`src/hdl/dfmt_fifo.sv`:
```
// Two-entry queue between the digit front end and the cell emitter.
`default_nettype none
module dfmt_fifo #(
  parameter int Width = 8
) (
  input  logic             clk_i,
  input  logic             rst_ni,
  input  logic [Width-1:0] in_data_i,
  input  logic             in_valid_i,
  output logic             in_ready_o,
  output logic [Width-1:0] out_data_o,
  output logic             out_valid_o,
  input  logic             out_ready_i
);

  logic [Width-1:0] mem_q [2];
  logic             wr_ptr_q;
  logic             rd_ptr_q;
  logic [1:0]       cnt_q;
  logic             push;
  logic             pop;

  assign in_ready_o  = (cnt_q != 2'd2);
  assign out_valid_o = (cnt_q != 2'd0);
  assign out_data_o  = mem_q[rd_ptr_q];
  assign push        = in_valid_i && in_ready_o;
  assign pop         = out_valid_o && out_ready_i;

  always_ff @(posedge clk_i or negedge rst_ni) begin
    if (!rst_ni) begin
      wr_ptr_q <= 1'b0;
      rd_ptr_q <= 1'b0;
      cnt_q    <= 2'd0;
    end else begin
      if (push) wr_ptr_q <= !wr_ptr_q;
      if (pop) rd_ptr_q <= !rd_ptr_q;
      if (push && !pop) begin
        cnt_q <= cnt_q + 2'd1;
      end else if (pop && !push) begin
        cnt_q <= cnt_q - 2'd1;
      end
    end
  end

  always_ff @(posedge clk_i) begin
    if (push) mem_q[wr_ptr_q] <= in_data_i;
  end

endmodule
`default_nettype wire

```
`config.mk`:
```
export PLATFORM = sky130hd
export DESIGN_NAME = dfmt_fifo
export DESIGN_NICKNAME = d
export VERILOG_FILES = /design/src/hdl/dfmt_fifo.sv
export SDC_FILE = /design/constraint.sdc
export NUM_CORES = 1
export LEC_CHECK = 0
export ABC_CLOCK_PERIOD_IN_PS = 2300
export BUFFER_PORTS_ARGS = -buffer_cell sky130_fd_sc_hd__buf_2
export CAP_MARGIN = 20
export CORE_MARGIN = 5
export CORE_UTILIZATION = 52
export CTS_CLUSTER_SIZE = 10
export DETAILED_ROUTE_END_ITERATION = 8
export GPL_TIMING_DRIVEN = 0
export PLACE_DENSITY_LB_ADDON = 0.15
export SYNTH_ARGS = -nofsm -noshare
export SYNTH_HDL_FRONTEND = slang
export SYNTH_SLANG_ARGS = --single-unit
```
`constraint.sdc`:
```
create_clock -name clk_i -period 2.3 [get_ports clk_i]
set_clock_uncertainty 0.1 [all_clocks]
set_input_delay 0.115 -clock clk_i [delete_from_list [all_inputs] [get_ports clk_i]]
set_output_delay 0.115 -clock clk_i [all_outputs]
set_load 0.01 [all_outputs]
```
==> results.py <==
metrics = {
    "worst_setup_path": {
        "highest_fanout_seen_on_the_critical_path": 8,
        "timing.reg2reg.setup_slack_ns": 0.62,
        "worstPathBufferInverterCount": 0,
        "worst_path_arrival_ns": 1.52,
        "timing.critical_path.slowest_cell_delay_ns": 0.53,
        "critical_path.endpoint_type": "flip-flop",
        "cp-start-kind": "flip-flop",
        "worst-endpoint-required_ns": 2.14,
        "critPathKind": "flip-flop to flip-flop",
        "slowest_stage_cell_cp": "sky130_fd_sc_hd__nor2_1",
        "crit_chain": "nand2b_4, nand2_1, nor2_1",
        "top_delay_family_on_crit_path": "simple AND/OR/NAND/NOR gates",
    },
    "detailed_routing": {
        "vias_per_cell": 4.862,
        "routedWlPerCell_um": 14.33,
        "drt_first_iter_violations": 3,
        "num_vias": 457,
        "routed_wl_um": 1347,
        "drt_drc_violations_left": 0,
        "route.antenna.remaining_nets": 0,
        "drtPass1Iterations": 2,
    },
    "synth": {
        "synth_sequential_area_ratio_pct": 73.77,
        "post-synth-top-area-cell": "sky130_fd_sc_hd__edfxtp_1",
        "netlist-cell-type-count": 14,
        "synth_area_leaders": "sky130_fd_sc_hd__edfxtp_1 61%, sky130_fd_sc_hd__dfrtp_1 13%, sky130_fd_sc_hd__mux2_2 11%, sky130_fd_sc_hd__xnor2_1 3.3%, sky130_fd_sc_hd__xor2_1 2.2%",
        "synth_seq_cells": 20,
        "syn-mean-instance-area_um2": 18.30,
        "netlist_instances": 43,
        "post-synth-top-area-fraction_pct": 61.05,
        "yosysWarnings": 0,
        "synth_fp_nets": 56,
        "syn-cell-area_um2": 787.0,
    },
    "floorplan": {
        "floorplan.initialDensity_pct": 53.49,
        "core-area_um2": 1471,
        "std_cell_rows": 14,
        "dieHeight_um": 48.91,
        "die_area_um2": 2392,
        "chipWidth_um": 48.91,
        "floorplan.io_pins": 22,
    },
    "sta": {
        "report.final.setup_viol": 0,
        "timing.setup.tns_ns": 0,
        "crit_path_time_final_ns": 1.682,
        "final-max-slew-violation-count": 0,
        "worst-slew-pin-transition_ns": 0.6578,
        "grt_setup_unrepaired": "no",
        "hold_viol": 0,
        "achievable-frequency_mhz": 594.6,
        "timing.max_slew.rel_slack_pct": 55.99,
        "final_period_util_pct": 73.12,
    },
    "clocking": {
        "h_tree_levels": 1,
        "cts_tree": "done",
        "clock_insertion_delay_worst_skew_ns": 0.29,
        "clk_root_buffer_cell": "sky130_fd_sc_hd__clkbuf_4",
        "cts.sink_count": 20,
        "cts_clock_pin_slew_for_the_worst_setup_and_hold_paths_ns": 0.11,
        "cts_inserted_buffers": 3,
        "maximum_buffer_depth_of_the_clock_tree": 2,
    },
    "global_routing": {
        "number_of_antenna_violations_at_the_first_check_in_global_routing": 0,
        "grt_remaining_overflow": 0,
        "grt_util_all_layers_pct": 12.59,
        "first_global_vias": 517,
        "grt_pass1_wl_um": 2387,
        "grt_max_degree": 12,
    },
    "finish": {
        "final_net_count": 92,
        "antenna_cells": 0,
        "commonest_non_fill_non_tap_cell_in_the_layout": "sky130_fd_sc_hd__buf_2",
        "drive_above_1_share_pct": 46.15,
        "most-common-layout-cells": "22 x sky130_fd_sc_hd__buf_2, 16 x sky130_fd_sc_hd__edfxtp_1, 10 x sky130_fd_sc_hd__dlygate4sd3_1",
        "fin_cells": 94,
        "area_growth_pct": 31.96,
    },
    "run_status": {
        "status": "finished clean",
    },
    "placement": {
        "place.detailed.instances": 80,
        "port_buffers": 21,
        "dp.final_hpwl_um": 910.2,
        "place.gp.congestion": 0.6966,
    },
    "power": {
        "worst_ir_drop_vdd_mv": 0.8092,
        "p_leak_uw": 0.0004295,
        "power-per-cell-area_nw_per_um2": 1125,
    },
    "hold_path": {
        "hold_path.class": "input port to async pin",
    },
    "job": {
        "number_of_max_cap_violations": 0,
    },
}
-- metrics by stage --
stage	util [%]	instance area, um^2	worst slack, ns	power [uW]	hold slack [ns]
2_1_floorplan	-	787.0	0.8142	864.9	-0.2806
3_3_place_gp	61.99	912.1	0.6200	990.3	-0.1737
3_5_place_dp	61.99	912.1	0.6359	1002	-0.1763
4_1_cts	70.58	1039	0.6015	1178	0.04456
5_1_grt	70.58	1039	0.4756	1250	0.04337
6_report	70.58	1039	0.6182	1168	0.04161
-- final timing paths --
path / start / to / cells after the start
max in group asynchronous: rst_ni / rd_ptr_q$_DFFE_PN0P_ / 2
min: rst_ni / cnt_q[0]$_DFFE_PN0P_ / 2
min reg2reg: wr_ptr_q$_DFFE_PN0P_ / wr_ptr_q$_DFFE_PN0P_ / 1
max: cnt_q[0]$_DFFE_PN0P_ / mem_q[0][7]$_DFFE_PP_ / 3
max reg2reg: cnt_q[0]$_DFFE_PN0P_ / mem_q[0][7]$_DFFE_PP_ / 3
min in group clk_i: in_valid_i / wr_ptr_q$_DFFE_PN0P_ / 3
-- state kept, by name, indices dropped and copies added, names as in the netlist --
| name | cells |
|---|---|
| wr_ptr_q | 1 |
| rd_ptr_q | 1 |
| mem_q | 16 |
| cnt_q | 2 |
-- cells by family after synthesis --
family	count (synthesis)	share of synthesized area, %
mux	8	11.45
buf+inv	2	1.112
simple gates	7	6.518
xor+xnor	5	5.565
flops	20	73.77
fa+ha+maj	1	1.590
-- power breakdown --
group | total [uW] | internal, uW | leakage, uW | switching [uW]
clock network | 166 | 63.0 | 0.0000154 | 103
logic | 448 | 229 | 0.000219 | 219
registers | 554 | 506 | 0.000195 | 47.5
-- routing by layer --
metal | GRT usage [%] | vias to the layer above | routed length (um)
met1 | 16.04 | 220 | 553
met2 | 21.09 | 11 | 722
met5 | 0 | - | 0
met3 | 2.752 | 2 | 66
li1 | - | 224 | -
met4 | 4.036 | 0 | 4
-- cell usage after synthesis --
cell / instances
sky130_fd_sc_hd__edfxtp_1: 16
sky130_fd_sc_hd__xor2_1: 2
sky130_fd_sc_hd__buf_2: 1
sky130_fd_sc_hd__dfrtp_1: 4
sky130_fd_sc_hd__inv_1: 1
sky130_fd_sc_hd__or2_4: 1
sky130_fd_sc_hd__nand2_4: 1
sky130_fd_sc_hd__xnor2_1: 3
sky130_fd_sc_hd__ha_1: 1
sky130_fd_sc_hd__mux2_2: 8
sky130_fd_sc_hd__nand2b_4: 1
sky130_fd_sc_hd__nand2_1: 1
sky130_fd_sc_hd__nor2_1: 2
sky130_fd_sc_hd__and3_1: 1
-- timing repair --
item / in CTS / in global routing
hold endpoints to repair: 21 / 0
hold buffers: 10 / 0
setup buffers: 0 / 0
gates resized for setup: 0 / 0
-- layout make-up --
cell class	instances	area (um^2)
clock inverters	1	3.754
clock buffers	3	22.52
flip-flops and latches	20	580.6
fillers	101	432.9
well taps	16	20.02
multi-input cells	21	197.7
inverters	1	3.754
plain buffers	1	5.005
repair buffers	31	205.2
Note: power is estimated with default switching activity, not from simulation.
