===== src/hdl/dfmt_pkg.sv =====
// Types and constants shared by the decimal field formatter.
`default_nettype none
package dfmt_pkg;

  localparam int DigitSlots = 10;

  localparam logic [5:0] ChSpace = 6'd32;
  localparam logic [5:0] ChMinus = 6'd45;
  localparam logic [5:0] ChZero  = 6'd48;
  localparam logic [5:0] ChNine  = 6'd57;

  localparam logic [7:0] StepShort = 8'd6;
  localparam logic [7:0] StepTall  = 8'd8;

  // floor(x / 10) == (x * Recip10) >> RecipShift for every 32-bit x
  localparam logic [31:0] Recip10    = 32'hCCCC_CCCD;
  localparam int          RecipShift = 35;

  typedef enum logic [1:0] {
    FeIdle,
    FeConv,
    FeDone
  } fe_state_e;

  typedef struct packed {
    logic        req_type;
    logic [31:0] value;
    logic [3:0]  field_len;
    logic [7:0]  start_col;
    logic [2:0]  page_row;
    logic        tall_font;
  } dfmt_req_t;

  typedef struct packed {
    logic [5:0] char_code;
    logic [7:0] cell_col;
    logic [2:0] cell_page;
    logic       last;
  } dfmt_cell_t;

  typedef struct packed {
    logic                        sign_cell;
    logic                        neg;
    logic [3:0]                  len;
    logic [7:0]                  col;
    logic [2:0]                  page;
    logic                        tall;
    logic [DigitSlots-1:0][3:0]  digits;
  } dfmt_job_t;

endpackage
`default_nettype wire


===== src/hdl/dfmt_if.sv =====
// Valid/ready channel interfaces for requests and character cells.
`default_nettype none


interface dfmt_cell_if import dfmt_pkg::*; ();
  logic       valid;
  logic       ready;
  dfmt_cell_t payload;

  modport source (output valid, output payload, input ready);
  modport sink (input valid, input payload, output ready);
endinterface
`default_nettype wire


===== src/hdl/dfmt_back.sv =====
// Back end: walks one job and emits its character cells, most significant first.
`default_nettype none
module dfmt_back import dfmt_pkg::*; (
  input  logic       clk_i,
  input  logic       rst_ni,
  input  dfmt_job_t  job_i,
  input  logic       job_valid_i,
  output logic       job_ready_o,
  dfmt_cell_if.source cell_o
);

  logic                       busy_q, sign_q, ov_q;
  logic                       neg_q, len_zero_q, showing_q, tall_q;
  logic [3:0]                 di_q;
  logic [7:0]                 col_q;
  logic [2:0]                 page_q;
  logic [DigitSlots-1:0][3:0] digs_q;
  dfmt_cell_t                 cell_q;

  logic       adv, emit, pop, done;
  logic [3:0] dig;
  logic       fin_digit, blank, cell_last;
  logic [5:0] ch;
  logic [7:0] step;

  assign adv       = !ov_q || cell_o.ready;
  assign emit      = busy_q && adv;
  assign dig       = digs_q[di_q];
  assign fin_digit = (di_q == 4'd0);
  assign blank     = !showing_q && !fin_digit && (dig == 4'd0);
  assign step      = tall_q ? StepTall : StepShort;

  always_comb begin
    if (sign_q) begin
      ch        = neg_q ? ChMinus : ChSpace;
      cell_last = len_zero_q;
    end else begin
      ch        = blank ? ChSpace : (ChZero + {2'b00, dig});
      cell_last = fin_digit;
    end
  end

  assign done        = emit && cell_last;
  assign job_ready_o = !busy_q || done;
  assign pop         = job_valid_i && job_ready_o;

  assign cell_o.valid   = ov_q;
  assign cell_o.payload = cell_q;

  always_ff @(posedge clk_i or negedge rst_ni) begin
    if (!rst_ni) begin
      busy_q <= 1'b0;
      sign_q <= 1'b0;
      ov_q   <= 1'b0;
    end else begin
      if (emit) begin
        ov_q <= 1'b1;
      end else if (adv) begin
        ov_q <= 1'b0;
      end
      if (pop) begin
        busy_q <= job_i.sign_cell || (job_i.len != 4'd0);
        sign_q <= job_i.sign_cell;
      end else if (emit) begin
        if (cell_last) busy_q <= 1'b0;
        sign_q <= 1'b0;
      end
    end
  end

  always_ff @(posedge clk_i) begin
    if (emit) begin
      cell_q.char_code <= ch;
      cell_q.cell_col  <= col_q;
      cell_q.cell_page <= page_q;
      cell_q.last      <= cell_last;
    end
    if (pop) begin
      neg_q      <= job_i.neg;
      len_zero_q <= (job_i.len == 4'd0);
      di_q       <= job_i.len - 4'd1;
      showing_q  <= 1'b0;
      col_q      <= job_i.col;
      page_q     <= job_i.page;
      tall_q     <= job_i.tall;
      digs_q     <= job_i.digits;
    end else if (emit) begin
      col_q <= col_q + step;
      if (!sign_q) begin
        di_q      <= di_q - 4'd1;
        showing_q <= showing_q || !blank;
      end
    end
  end

endmodule
`default_nettype wire


===== src/flat_wrapper.sv =====
// flat-port wrapper written by rule: the top's interface ports become plain ports
module dfmt_back_flat import dfmt_pkg::*;
  (clk_i, rst_ni, job_i, job_valid_i, job_ready_o, cell_o_valid, cell_o_payload, cell_o_ready);
  dfmt_cell_if cell_o_i ();
  input  logic clk_i;
  input  logic rst_ni;
  input  dfmt_job_t job_i;
  input  logic job_valid_i;
  output logic job_ready_o;
  output wire logic [$bits(cell_o_i.valid)-1:0] cell_o_valid;
  output wire logic [$bits(cell_o_i.payload)-1:0] cell_o_payload;
  input wire logic [$bits(cell_o_i.ready)-1:0] cell_o_ready;
  assign cell_o_valid = cell_o_i.valid;
  assign cell_o_payload = cell_o_i.payload;
  assign cell_o_i.ready = cell_o_ready;
  dfmt_back u_core (.clk_i(clk_i), .rst_ni(rst_ni), .job_i(job_i), .job_valid_i(job_valid_i), .job_ready_o(job_ready_o), .cell_o(cell_o_i));
endmodule

===== config.mk =====
export PLATFORM = sky130hd
export DESIGN_NAME = dfmt_back_flat
export DESIGN_NICKNAME = d
export VERILOG_FILES = /design/src/hdl/dfmt_pkg.sv /design/src/hdl/dfmt_if.sv /design/src/hdl/dfmt_back.sv /design/src/flat_wrapper.sv
export SDC_FILE = /design/constraint.sdc
export NUM_CORES = 1
export LEC_CHECK = 0
export BUFFER_PORTS_ARGS = -buffer_cell sky130_fd_sc_hd__buf_2
export CAP_MARGIN = 30
export CORE_MARGIN = 2
export CORE_UTILIZATION = 55
export DETAILED_ROUTE_END_ITERATION = 8
export PLACE_DENSITY = 0.79
export RECOVER_POWER = 100
export SLEW_MARGIN = 20
export SYNTH_ARGS = -nofsm -noshare
export SYNTH_HDL_FRONTEND = slang
export SYNTH_SLANG_ARGS = --single-unit

===== constraint.sdc =====
create_clock -name clk_i -period 5.5 [get_ports clk_i]
set_clock_uncertainty 0.2 [all_clocks]
set_input_delay 0.55 -clock clk_i [delete_from_list [all_inputs] [get_ports clk_i]]
set_output_delay 0.55 -clock clk_i [all_outputs]
set_load 0.1 [all_outputs]

==> metrics.md <==
| Metric | Value |
|---|---|
| Setup Viol. Count Final | `0` |
| Worst Path Required | `5.26 ns` |
| Number of synthesized flops with an enable pin | `75` |
| Share of layout cells above drive strength 1 | `29.3%` |
| Mapped Avg Cell Area | `16.8 sq um` |
| First-pass GRT wire length | `8350 um` |
| Filler Cells Inserted | `416` |
| Critical path class | `flip-flop to flip-flop` |
| TNS Setup | `0 ns` |
| H-tree Lvls | `3` |
| Tmin final | `3.98 ns` |
| Initial antenna violation count | `0` |
| Max IR drop VDD | `0.321 mV` |
| # diodes | `0` |
| Hold_buf cts | `1` |
| Status | `finished, final reports clean` |
| Drt via density | `5.21` |
| Lkg Pwr | `1.46 nW` |
| TritonCTS clock tree | `built` |
| Post-synth ARST share | `3.80%` |
| Gate count after technology mapping | `192` |
| Area of the multi-input gates | `773 sq um` |
| Met2 GRT Util | `28.8%` |
| Avg WL per Cell | `15.0 um` |
| Initial drt markers | `113` |
| Post-Route Utilization | `68.5%` |
| GRT overflow | `0` |
| CP max-delay cell | `clkbuf_2` |
| Register area share after synthesis | `72.9%` |
| Largest net degree at the start of global routing | `47` |
| Pins Over Slew Limit | `0` |
| Max cap viols | `0` |
| WL final | `5330 um` |
| Worst path cell trace | `or4_1, nor3_1, o21ai_0, clkbuf_1, clkinv_1, clkbuf_2` |
| CP Data Arrival Time | `3.74 ns` |
| Clock buffer depth | `2` |
| Core Region | `0.00557 sq mm` |
| Max FO, Critical Path | `46` |
| Met1 Use GR | `21.6%` |
| DR pass1 iterations | `4` |
| Clk slew on worst S/H paths | `0.09 ns` |
| Power Density | `552 mW/mm^2` |
| Met3 global-route usage | `5.62%` |
| Die width | `80.5 um` |
| Via count | `1,850` |
| Number of sinks on the clock net | `79` |
| Crit-path max cell delay | `0.81 ns` |
| Flops & latches, synth | `79` |
| Post-synthesis cell area | `0.00322 sq mm` |
| Crit start category | `flip-flop` |
| Vert. Die Dim | `80.5 um` |
| Starting density of the core | `57.8%` |
| RSZ-0062 raised after global routing | `no` |
| GP Congestion | `0.823` |
| Area delta synth->final | `18.5%` |
| Die area | `0.00649 sq mm` |
| Clock latency on the worst-skew pair | `0.35 ns` |
| Tot GR Track Use | `17.8%` |
| Ys Warns | `0` |
| Num CTS Buffers | `9` |
| Antenna-violating nets left | `0` |
| DPL Wire Length | `3780 um` |
| FF/Latch Area | `0.00235 sq mm` |
| Fmax | `0.251 GHz` |
| Rows | `27` |
| R2R cell count | `6` |
| Worst Tran Pin Value | `1.18 ns` |
| Commonest non-fill, non-tap cell in the layout | `edfxtp_1` |
| Input/output buffers | `80` |
| HP Class | `input pin to flip-flop` |
| WHS Path Cells | `1` |
| Num ports | `82` |
| Top FF cell, synth | `edfxtp_1` |
| Commonest non-fill, non-tap cells in the layout | `75 x edfxtp_1, 58 x buf_2, 24 x clkbuf_1` |
| # DRC | `0` |
| Rel. slew slack | `21.8%` |
| Root buffer cell | `clkbuf_8` |
| Vias in the first global route | `1,879` |
| Setup bufs post-CTS | `0` |
| Final #Nets | `345` |
| Tcrit/Tclk final | `72.4%` |
| Crit path capture type | `flip-flop` |
| Synth Net Count | `259` |
| Most Crowded Layer GR | `met2` |
| Final Hold Viols | `0` |
| Cts repair resizes | `0` |
| Netlist cell types | `41` |
-- state kept, by name (all words and copies together), names as in the netlist --
name and flops:
u_core.busy_q 1, u_core.cell_o.payload 17, u_core.cell_o.valid 1, u_core.col_q 8, u_core.di_q 4, u_core.digs_q 40, u_core.len_zero_q 1, u_core.neg_q 1
u_core.page_q 3, u_core.showing_q 1, u_core.sign_q 1, u_core.tall_q 1
-- critical path, delay by kind of cell, from the launching register on --
family / cells / cell delay (ns)
AOI/OAI and AO/OA: 1 / 0.29
buffers and inverters: 3 / 1.37
DFF: 1 / 0.72
and+or+nand+nor: 2 / 1.00
-- kinds of logic (layout without fill, tap and decap cells) --
kind of cell               Yosys count  in the layout  synth area share, %
other                                1              1                0.116
buffers and inverters               15            106                 2.41
adders and majority gates            5              5                 2.17
muxes                               18             18                 8.39
and+or+nand+nor                     36             36                 6.10
xor gates and xnor gates             6              6                 1.63
AOI/OAI and AO/OA                   32             32                 6.33
DFF                                 79             79                 72.9
-- per-layer routing --
| layer | up-vias | wire length [um] | part of all wire, % |
|---|---|---|---|
| met2 | 58 | 2700 | 51 |
| met3 | 8 | 318 | 6.0 |
| li1 | 910 | - | - |
| met1 | 874 | 2220 | 42 |
| met5 | - | 0 | 0 |
| met4 | 0 | 92 | 1.7 |
-- where the power goes --
part / internal [mW] / switching (mW) / total, mW
combinational: 0.218 / 0.533 / 0.751
clock: 0.208 / 0.197 / 0.405
sequential: 0.848 / 0.103 / 0.951
-- synthesized netlist by cell type, types with 2 or more instances --
library cell	count	area share, %
xnor2_1	4	1.1
clkbuf_1	2	0.23
inv_1	7	0.82
o21a_1	2	0.47
ha_1	4	1.6
edfxtp_1	75	70
a21oi_1	9	1.4
a31oi_1	2	0.39
dfrtp_1	3	2.3
nand2b_1	3	0.58
nor4_1	2	0.39
a22oi_1	3	0.70
mux2i_1	9	2.8
nor2b_1	5	0.97
mux4_2	7	4.9
o31a_1	2	0.54
nand2_1	6	0.70
nand3_1	4	0.62
nor2_1	11	1.3
buf_2	2	0.31
buf_6	2	0.70
o21ai_0	7	1.1
xor2_1	2	0.54
mux2_2	2	0.70
-- metrics by stage --
stage	worst slack, ns	hold slack (ns)	cell area [sq um]	total power [mW]	std cells
floorplan	2.32	0.0544	3220	1.60	192
finish	1.52	0.172	3820	2.11	355
global route	1.18	0.152	3820	2.22	355
global placement	2.47	0.150	3670	1.71	337
CTS	2.19	0.164	3870	2.14	354
detailed placement	2.36	0.151	3670	1.73	337
-- path summary, 6_finish.rpt --
kind	end	start	slack (ns)
max	u_core.digs_q[25]$_DFFE_PP_	u_core.di_q[0]$_DFFE_PP_	1.52
min	u_core.tall_q$_DFFE_PP_	job_i[40]	0.17
max reg2reg	u_core.digs_q[25]$_DFFE_PP_	u_core.di_q[0]$_DFFE_PP_	1.52
min reg2reg	u_core.cell_o.payload[2]$_DFFE_PP_	u_core.page_q[1]$_DFFE_PP_	0.22
max in group asynchronous	u_core.sign_q$_DFFE_PN0P_	rst_ni	4.59
min in group asynchronous	u_core.cell_o.valid$_DFFE_PN0P_	rst_ni	0.34
-- final cells by class --
| cell class | count | share of cell area [%] |
|---|---|---|
| Clock buffer | 10 | 3.34 |
| Multi-Input combinational cell | 98 | 20.3 |
| Tap cell | 72 | 2.36 |
| Timing Repair Buffer | 83 | 10.3 |
| Inverter | 7 | 0.688 |
| Sequential cell | 79 | 61.5 |
| Clock inverter | 6 | 1.61 |
Power figures use the tool's default switching activity.
